## src/hw/rtl/lgm_pkg.sv

```systemverilog
package lgm_pkg;

   localparam int ANGLE_BITS   = 16;
   localparam int CORDIC_STEPS = 16;
   localparam int ITER_W       = $clog2(CORDIC_STEPS);
   localparam int TRIG_W       = 34;
   localparam int MUL_B_W      = 25;
   localparam int PROD_W       = TRIG_W + MUL_B_W;
   localparam int R_W          = PROD_W - 16;
   localparam int SUM_W        = 50;
   localparam int COORD_W      = SUM_W - 16;
   localparam int POSE_W       = 24;
   localparam int GAIN_W       = 24;
   localparam int SIZE_W       = 9;
   localparam int DIST_W       = 16;
   localparam int CSR_IDX_W    = 3;
   localparam int CSR_DATA_W   = 24;

   localparam logic [31:0] PHASE_MASK = ~((32'd1 << (32 - ANGLE_BITS)) - 32'd1);
   localparam logic signed [TRIG_W-1:0] CORDIC_X0 = 34'sd652032874;

   localparam logic [CSR_IDX_W-1:0] CSR_RANGE_GAIN  = 3'd0;
   localparam logic [CSR_IDX_W-1:0] CSR_POSE_GAIN   = 3'd1;
   localparam logic [CSR_IDX_W-1:0] CSR_GRID_WIDTH  = 3'd2;
   localparam logic [CSR_IDX_W-1:0] CSR_GRID_HEIGHT = 3'd3;
   localparam logic [CSR_IDX_W-1:0] CSR_MIN_RANGE   = 3'd4;

   localparam logic [GAIN_W-1:0] RANGE_GAIN_RESET = 24'd19005;
   localparam logic [GAIN_W-1:0] POSE_GAIN_RESET  = 24'd1311;
   localparam logic [SIZE_W-1:0] GRID_SIZE_RESET  = 9'd256;
   localparam logic [DIST_W-1:0] MIN_RANGE_RESET  = 16'd5;

   localparam logic ACTION_MARK = 1'b0;
   localparam logic ACTION_READ = 1'b1;

   localparam logic [1:0] STATUS_OK      = 2'd0;
   localparam logic [1:0] STATUS_SKIPPED = 2'd1;
   localparam logic [1:0] STATUS_OUTSIDE = 2'd2;

   localparam int GRID_COLS_DEFAULT = 256;
   localparam int GRID_ROWS_DEFAULT = 256;

   typedef struct packed {
      logic [GAIN_W-1:0] range_gain;
      logic [GAIN_W-1:0] pose_gain;
   } lgm_gain_type;

   function automatic logic signed [TRIG_W-1:0] lgm_atan(input logic [ITER_W-1:0] idx);
      logic signed [TRIG_W-1:0] v;
      case (idx)
         4'd0:    v = 34'sd536870912;
         4'd1:    v = 34'sd316933406;
         4'd2:    v = 34'sd167458907;
         4'd3:    v = 34'sd85004756;
         4'd4:    v = 34'sd42667331;
         4'd5:    v = 34'sd21354465;
         4'd6:    v = 34'sd10680862;
         4'd7:    v = 34'sd5340245;
         4'd8:    v = 34'sd2670163;
         4'd9:    v = 34'sd1335087;
         4'd10:   v = 34'sd667544;
         4'd11:   v = 34'sd333772;
         4'd12:   v = 34'sd166886;
         4'd13:   v = 34'sd83443;
         4'd14:   v = 34'sd41722;
         4'd15:   v = 34'sd20861;
         default: v = '0;
      endcase
      return v;
   endfunction

endpackage

```

## src/hw/rtl/lgm_cordic.sv

```systemverilog
module lgm_cordic import lgm_pkg::*; (
   input  logic                     clock,
   input  logic                     reset,
   input  logic                     start,
   input  logic [31:0]              phase,
   output logic                     done,
   output logic signed [TRIG_W-1:0] cos_out,
   output logic signed [TRIG_W-1:0] sin_out
);

   typedef enum logic [1:0] {CS_IDLE, CS_ROTATE, CS_FIX} cordic_state_type;

   localparam logic signed [TRIG_W-1:0] QUARTER = 34'sd1073741824;
   localparam logic signed [TRIG_W-1:0] HALF    = 34'sd2147483648;

   cordic_state_type          state_ff;
   logic                      done_ff;
   logic signed [TRIG_W-1:0]  x_ff, y_ff, z_ff;
   logic [ITER_W-1:0]         iter_ff;
   logic                      neg_ff;

   logic signed [TRIG_W-1:0]  z_raw, z_in, dx, dy, atan_val;
   logic                      neg_in;

   always_comb begin
      z_raw = TRIG_W'($signed(phase));
      z_in = z_raw;
      neg_in = 1'b0;
      if (z_raw > QUARTER) begin
         z_in = z_raw - HALF;
         neg_in = 1'b1;
      end else if (z_raw < -QUARTER) begin
         z_in = z_raw + HALF;
         neg_in = 1'b1;
      end
   end

   assign dx = y_ff >>> iter_ff;
   assign dy = x_ff >>> iter_ff;
   assign atan_val = lgm_atan(iter_ff);

   always_ff @(posedge clock) begin
      if (reset) begin
         state_ff <= CS_IDLE;
         done_ff <= 1'b0;
      end else begin
         done_ff <= 1'b0;
         case (state_ff)
            CS_IDLE: begin
               if (start) begin
                  x_ff <= CORDIC_X0;
                  y_ff <= '0;
                  z_ff <= z_in;
                  neg_ff <= neg_in;
                  iter_ff <= '0;
                  state_ff <= CS_ROTATE;
               end
            end
            CS_ROTATE: begin
               if (!z_ff[TRIG_W-1]) begin
                  x_ff <= x_ff - dx;
                  y_ff <= y_ff + dy;
                  z_ff <= z_ff - atan_val;
               end else begin
                  x_ff <= x_ff + dx;
                  y_ff <= y_ff - dy;
                  z_ff <= z_ff + atan_val;
               end
               iter_ff <= iter_ff + 1'b1;
               if (iter_ff == ITER_W'(CORDIC_STEPS - 1)) begin
                  state_ff <= CS_FIX;
               end
            end
            CS_FIX: begin
               if (neg_ff) begin
                  x_ff <= -x_ff;
                  y_ff <= -y_ff;
               end
               done_ff <= 1'b1;
               state_ff <= CS_IDLE;
            end
            default: state_ff <= CS_IDLE;
         endcase
      end
   end

   assign done = done_ff;
   assign cos_out = x_ff;
   assign sin_out = y_ff;

endmodule

```

## config.mk

```make
export PLATFORM = sky130hd
export DESIGN_NAME = lgm_cordic
export DESIGN_NICKNAME = d
export VERILOG_FILES = /design/src/hw/rtl/lgm_pkg.sv /design/src/hw/rtl/lgm_cordic.sv
export SDC_FILE = /design/constraint.sdc
export NUM_CORES = 1
export LEC_CHECK = 0
export ABC_AREA = 0
export BUFFER_PORTS_ARGS = -buffer_cell sky130_fd_sc_hd__buf_2
export CORE_MARGIN = 2
export CORE_UTILIZATION = 62
export DETAILED_ROUTE_END_ITERATION = 10
export PLACE_DENSITY = 0.81
export SYNTH_ARGS = -nofsm -noshare
export SYNTH_HDL_FRONTEND = slang
export SYNTH_SLANG_ARGS = --single-unit
```

## constraint.sdc

```tcl
create_clock -name clock -period 15.1 [get_ports clock]
set_input_delay 0.755 -clock clock [delete_from_list [all_inputs] [get_ports clock]]
set_output_delay 0.755 -clock clock [all_outputs]
set_load 0.05 [all_outputs]
```

==> flow_metrics.env, run 1 <==
export IMPL_outcome="finished, final reports clean"
export IMPL_nFillCells=2349
export IMPL_drv_cap=0
export IMPL_worstSetupEndpointType="flop"
export IMPL_rows=61
export IMPL_dieHeight_um=172
export IMPL_met3WireLength_um=3780
export IMPL_fin_ws_ns=7.94
export IMPL_powerDensity_mw_per_mm2=183
export IMPL_numPortBuffers=103
export IMPL_ant_nets=0
export IMPL_totalWireLength_um=49100
export IMPL_cts_buffer_depth=2
export IMPL_clkLatencyLatePin_ns=0.45
export IMPL_cts_setup_buffers=0
export IMPL_drive_gt1_frac=0.140
export IMPL_routed_via_density=6.64
export IMPL_crit_type="flop to flop"
export IMPL_yosysTopAreaCellShare=0.184
export IMPL_fin_crit_sh=0.474
export IMPL_place_congestion=0.917
export IMPL_setup_viol=0
export IMPL_synth_cell_area_mm2=0.0175
export IMPL_die_x_um=172
export IMPL_slowest_stage="edfxtp_1"
export IMPL_vias=16100
export IMPL_tns_ns=0
export IMPL_drt_iter0_markers=1450
export IMPL_clk_pin_slew_worst_paths_ns=0.07
export IMPL_core_mm2=0.0278
export IMPL_synthArstFlopShare=0
export IMPL_start_util=0.628
export IMPL_slew_headroom=0.236
export IMPL_syn_nets=2177
export IMPL_worstPathRequired_ns=15.25
export IMPL_synthCells=2022
export IMPL_yosys_top_cells_area="edfxtp_1 (18%), mux4_2 (8.5%), ha_1 (8.4%), xnor2_1 (6.6%), xor2_1 (5.1%)"
export IMPL_antenna_found_initial=2
export IMPL_grt_pass1_vias=15500
export IMPL_fin_crit_ns=7.16
export IMPL_grt_pass1_wl_um=78700
export IMPL_top_layer_used="met5"
export IMPL_wl_per_cell_um=20.2
export IMPL_vdd_ir_drop_max_uv=107
export IMPL_dp_cells=2393
export IMPL_area_growth_pct=6.51
export IMPL_path_max_fanout=76
export IMPL_htree_levels=4
export IMPL_cpMostUsedCell="a21oi_1"
export IMPL_cts_sinks=140
export IMPL_hold_buffers=0
export IMPL_p_leak_nw=7.51
export IMPL_cp_cell_sequence="buf_4 > mux4_2 > mux2i_1 > o21ai_1 > nor4_1 > and3_1 > nand3_1 > nor2_1 > a21oi_1 > xor2_1 > ha_1 > nand4_1 > nor3_1 > a21oi_1 > o21ai_0 > nand2_1 > o31ai_1 > a21oi_1 > o21ai_0 > xnor2_1 > o22ai_1"
export IMPL_dr_pass1_iters=5
export IMPL_layout_common_cells="a21oi_1 (173), nor2_1 (171), nand2_1 (168)"
export IMPL_ys_seq_elements=140
export IMPL_worstMarginPinSlew_ns=1.14
export IMPL_hold_viol=0
export IMPL_stdcell_count=2426
export IMPL_startpoint_type="flop"
export IMPL_clockRootBuffer="clkbuf_16"
export IMPL_rsz0062_at_grt="false"
export IMPL_tritoncts="built"
export IMPL_final_nets=2189
export IMPL_met2_length_um=24400
export IMPL_grt_ovfl_total=0
export IMPL_arrival_ns=7.32
export IMPL_cts_resized=0
export IMPL_fp_dieArea_mm2=0.0295
export IMPL_grt_max_degree=77
export IMPL_drv_slew=0
export IMPL_fin_worst_skew_ns=0.0160
export IMPL_yosys_warnings=0
export IMPL_synth_seq_area_share=0.222
export IMPL_yosysUniqueCellTypes=92
export IMPL_synth_top_cell_by_area="edfxtp_1"
export IMPL_io_pins=104
export IMPL_ys_flop_type="edfxtp_1"
export IMPL_dpl_hpwl_um=35100
export IMPL_dp_worst_setup_slack_ns=8.04
export IMPL_grtUsageTotal=0.335
export IMPL_avgSynthCellArea_um2=8.63
export IMPL_clock_fmax_mhz=140
export IMPL_final_common_cell="a21oi_1"
export IMPL_slowest_delay_ns=1.01
export IMPL_hold_class="input pin to flop"
export IMPL_wl_met1_um=19100
export IMPL_synth_edf_count=107
export IMPL_numCtsBuffers=17
export IMPL_drc=0
critical path: cells and delay by family (launching register included):
family | cells | cell delay [ns]
and+or+nand+nor | 7 | 1.81
muxes | 2 | 0.72
AOI/OAI and AO/OA | 8 | 1.65
buffers and inverters | 1 | 0.88
xor gates and xnor gates | 2 | 0.33
adders and majority gates | 1 | 0.42
DFF | 1 | 1.01
synth_stat cells, types with 16 or more instances:
cell type,n
a21o_1,64
o21a_1,24
mux4_2,66
nor2b_1,22
dfxtp_1,33
xor2_1,101
xnor2_1,132
o21bai_1,16
a21oi_1,173
o21ai_0,81
clkbuf_1,84
inv_1,57
and3_1,25
a31oi_1,27
nor4_1,21
a22oi_1,30
nand2_1,168
edfxtp_1,107
nand2b_1,22
nor2_1,171
mux2i_1,64
nor3_1,45
ha_1,117
o22ai_1,26
nand3_1,36
o21ai_1,16
o31ai_1,18
mux2_2,40
cell type report:
type                    instances  area (um^2)  area share
clock inverters                15          150     0.00807
diodes                          1         2.50    0.000135
inverters                      61          229      0.0123
multi-input cells            1696        12800       0.689
well taps                     378          473      0.0254
flip-flops and latches        140         3870       0.208
repair buffers                118          628      0.0338
clock buffers                  17          425      0.0229
stage by stage:
| stage | utilization | power (mW) | cell area, um^2 | hold slack (ns) |
|---|---|---|---|---|
| 2_1_floorplan | - | 2.47 | 17500 | 0.514 |
| 3_3_place_gp | 0.649 | 2.87 | 18000 | 0.550 |
| 3_5_place_dp | 0.649 | 2.92 | 18000 | 0.577 |
| 4_1_cts | 0.669 | 3.36 | 18600 | 0.569 |
| 5_1_grt | 0.669 | 3.65 | 18600 | 0.588 |
| 6_report | 0.669 | 3.40 | 18600 | 0.581 |
flip-flops by register name (all words and copies together), names as in the netlist:
| signal | flops |
|---|---|
| iter_ff | 4 |
| cos_out | 34 |
| atan_val | 30 |
| sin_out | 34 |
| z_ff | 34 |
| state_ff | 2 |
| done | 1 |
| neg_ff | 1 |
worst paths after layout:
path,start,to,slack (ns),cells past startpoint
worst max-delay path,iter_ff[1],cos_out[33],7.94,21
worst max register to register,iter_ff[1],cos_out[33],7.94,21
worst min-delay path,reset,done,0.58,2
worst min register to register,state_ff[1],state_ff[1],0.59,2
power by group:
part / switching [mW] / internal [mW]
clock network: 0.212 / 0.220
logic: 1.34 / 0.971
registers: 0.134 / 0.524
total: 1.68 / 1.71
logic make-up after synthesis:
kind of cell	count (synthesis)	synth area share
adder cells (fa/ha/maj)	120	0.0873
flip-flops	140	0.222
XOR/XNOR	234	0.118
AND/OR/NAND/NOR	588	0.163
buffers and inverters	186	0.0454
multiplexers	174	0.150
AO/OA/AOI/OAI	580	0.214
per-layer routing:
layer	vias up	global-route usage
met5	-	0
met1	7628	0.404
met3	144	0.0502
met2	744	0.594
met4	2	0.142
li1	7583	-
(Power assumes the default switching activity.)
==> run 2, diff against run 1 <==
--- a/config.mk
+++ b/config.mk
@@ -8,9 +8,9 @@
 export ABC_AREA = 0
 export BUFFER_PORTS_ARGS = -buffer_cell sky130_fd_sc_hd__buf_2
 export CORE_MARGIN = 2
-export CORE_UTILIZATION = 62
+export CORE_UTILIZATION = 58
 export DETAILED_ROUTE_END_ITERATION = 10
-export PLACE_DENSITY = 0.81
+export PLACE_DENSITY = 0.8
 export SYNTH_ARGS = -nofsm -noshare
 export SYNTH_HDL_FRONTEND = slang
 export SYNTH_SLANG_ARGS = --single-unit
==> constraint.sdc (replaced) <==
create_clock -name clock -period 5.8 [get_ports clock]
set_input_delay 0.29 -clock clock [delete_from_list [all_inputs] [get_ports clock]]
set_output_delay 0.29 -clock clock [all_outputs]
set_load 0.05 [all_outputs]
==> run 2 against run 1 <==
Effect of this change:
- first-iteration DRC count is 12% higher
- routed wire length is 9.6% higher
- worst setup slack worse by 7.7 ns
- clock skew is 0.0065 ns lower
- largest power group unchanged
- highest routed layer is now met4
==> flow_metrics.env, run 2 (synthesized netlist as in run 1, its figures left out) <==
export IMPL_fin_worst_skew_ns=0.00952
export IMPL_grtUsageTotal=0.339
export IMPL_nFillCells=2532
export IMPL_drc=0
export IMPL_powerDensity_mw_per_mm2=473
export IMPL_fin_crit_ns=5.58
export IMPL_drv_cap=0
export IMPL_path_max_fanout=20
export IMPL_numCtsBuffers=17
export IMPL_r2r_cells=22
export IMPL_layout_common_cells="nor2_1 (171), a21oi_1 (171), nand2_1 (168)"
export IMPL_drive_gt1_frac=0.178
export IMPL_dr_pass1_iters=6
export IMPL_clkLatencyLatePin_ns=0.45
export IMPL_worstPathRequired_ns=5.93
export IMPL_start_util=0.589
export IMPL_grt_pass1_vias=16300
export IMPL_vias=16700
export IMPL_dieHeight_um=177
export IMPL_io_pins=104
export IMPL_grt_max_degree=69
export IMPL_dpl_hpwl_um=39500
export IMPL_r2r_end="sin_out[33]"
export IMPL_drv_slew=0
export IMPL_rr_startpoint="iter_ff[0]"
export IMPL_cp_startpoint="iter_ff[0]"
export IMPL_cts_sinks=140
export IMPL_numPortBuffers=103
export IMPL_post_route_util=0.652
export IMPL_worstSetupEndpointType="flop"
export IMPL_startpoint_type="flop"
export IMPL_crit_type="flop to flop"
export IMPL_holdCritStartpoint="reset"
export IMPL_clk_pin_slew_worst_paths_ns=0.07
export IMPL_cts_buffer_depth=2
export IMPL_setup_viol=0
export IMPL_design_area_mm2=0.0193
export IMPL_p_leak_nw=7.91
export IMPL_drt_iter0_markers=1627
export IMPL_fin_crit_sh=0.963
export IMPL_htree_levels=4
export IMPL_fp_dieArea_mm2=0.0315
export IMPL_antenna_found_initial=0
export IMPL_wl_per_cell_um=21.4
export IMPL_grt_pass1_wl_um=84100
export IMPL_die_x_um=177
export IMPL_place_congestion=0.972
export IMPL_clockRootBuffer="clkbuf_16"
export IMPL_arrival_ns=5.72
export IMPL_vdd_ir_drop_max_uv=268
export IMPL_ant_nets=0
export IMPL_grt_ovfl_total=0
export IMPL_hold_buffers=0
export IMPL_rows=63
export IMPL_hold_viol=0
export IMPL_area_growth_pct=10.6
export IMPL_crit_end="sin_out[33]"
export IMPL_clock_fmax_mhz=179
export IMPL_rrSetupSlack_ns=0.22
export IMPL_worstMarginPinSlew_ns=1.20
export IMPL_post_dp_cell_area_mm2=0.0187
export IMPL_final_nets=2268
export IMPL_tritoncts="built"
export IMPL_routed_via_density=6.62
export IMPL_slew_headroom=0.200
export IMPL_totalWireLength_um=53800
export IMPL_core_mm2=0.0296
export IMPL_outcome="finished, final reports clean"
export IMPL_hold_class="input pin to flop"
[run 2: cell types whose count changed in the layout (fill, tap and decap cells not counted), moves of 3 or more]
cell,delta
buf_12,+3
buf_4,+74
ha_1,-3
ha_2,+3
inv_4,+5
inv_6,-4
inv_8,-3
o21ai_0,-3
o21ai_1,+3
[run 2: area by class of cell]
class | count | area (um^2) | area share
multi-input combinational | 1696 | 12900 | 0.668
inverter | 61 | 229 | 0.0119
clock buffer | 20 | 447 | 0.0231
antenna | 1 | 2.50 | 0.000130
sequential | 140 | 3870 | 0.201
clock inverter | 12 | 81.3 | 0.00421
timing repair buffer | 197 | 1300 | 0.0671
tap | 390 | 488 | 0.0253
[run 2: where the power goes]
part | switching [mW] | internal, mW | leakage, nW
Combinational | 3.70 | 2.70 | 6.35
Clock | 0.516 | 0.562 | 0.271
Sequential | 0.286 | 1.36 | 1.29
[run 2: what timing repair did]
| item | in CTS | in global routing |
|---|---|---|
| setup buffers | 0 | 1 |
| endpoints found under the setup margin | 0 | 15 |
| resized for setup | 0 | 21 |
[run 2: how the worst min path moves through the flow]
stage | slack (ns) | to | depth (start not counted)
2_1_floorplan | 0.36 | done | 1
3_3_place_gp | 0.55 | state_ff[1] | 2
3_5_place_dp | 0.57 | state_ff[1] | 2
4_1_cts | 0.11 | state_ff[1] | 2
5_1_grt | 0.12 | state_ff[0] | 2
6_report | 0.13 | state_ff[1] | 2
[run 2: worst max-delay path, cell delays in order, from the launching register on]
cell      delay (ns)
edfxtp_1        0.41
buf_12          0.21
mux4_2          0.54
or2_1           0.25
mux4_2          0.52
nor3_4          0.27
nand3_2         0.17
nor3b_4         0.29
and3_4          0.27
a21oi_1         0.08
xnor2_1         0.16
ha_2            0.33
a21o_1          0.18
a21o_1          0.18
a21oi_1         0.19
o21ai_0         0.14
a21o_1          0.19
a21oi_1         0.17
o31ai_2         0.12
a21o_1          0.19
a21oi_1         0.17
xnor2_1         0.13
o22ai_1         0.10
[run 2: metrics by stage]
stage	power [mW]	cells	worst slack [ns]	setup TNS [ns]	hold WS (ns)
finish	9.14	2517	0.217	0	0.127
global route	9.76	2516	-0.0824	-0.169	0.125
CTS	8.96	2514	0.113	0	0.105
detailed placement	7.85	2482	0.152	0	0.566
global placement	7.73	2482	0.225	0	0.551
floorplan	6.41	2022	0.226	0	0.362
[run 2: layer usage]
metal | wire (um) | track usage | part of all wire
met1 | 21200 | 0.412 | 0.39
met2 | 26300 | 0.581 | 0.49
met5 | 0 | 0 | 0
met3 | 3990 | 0.0566 | 0.074
met4 | 2340 | 0.163 | 0.043
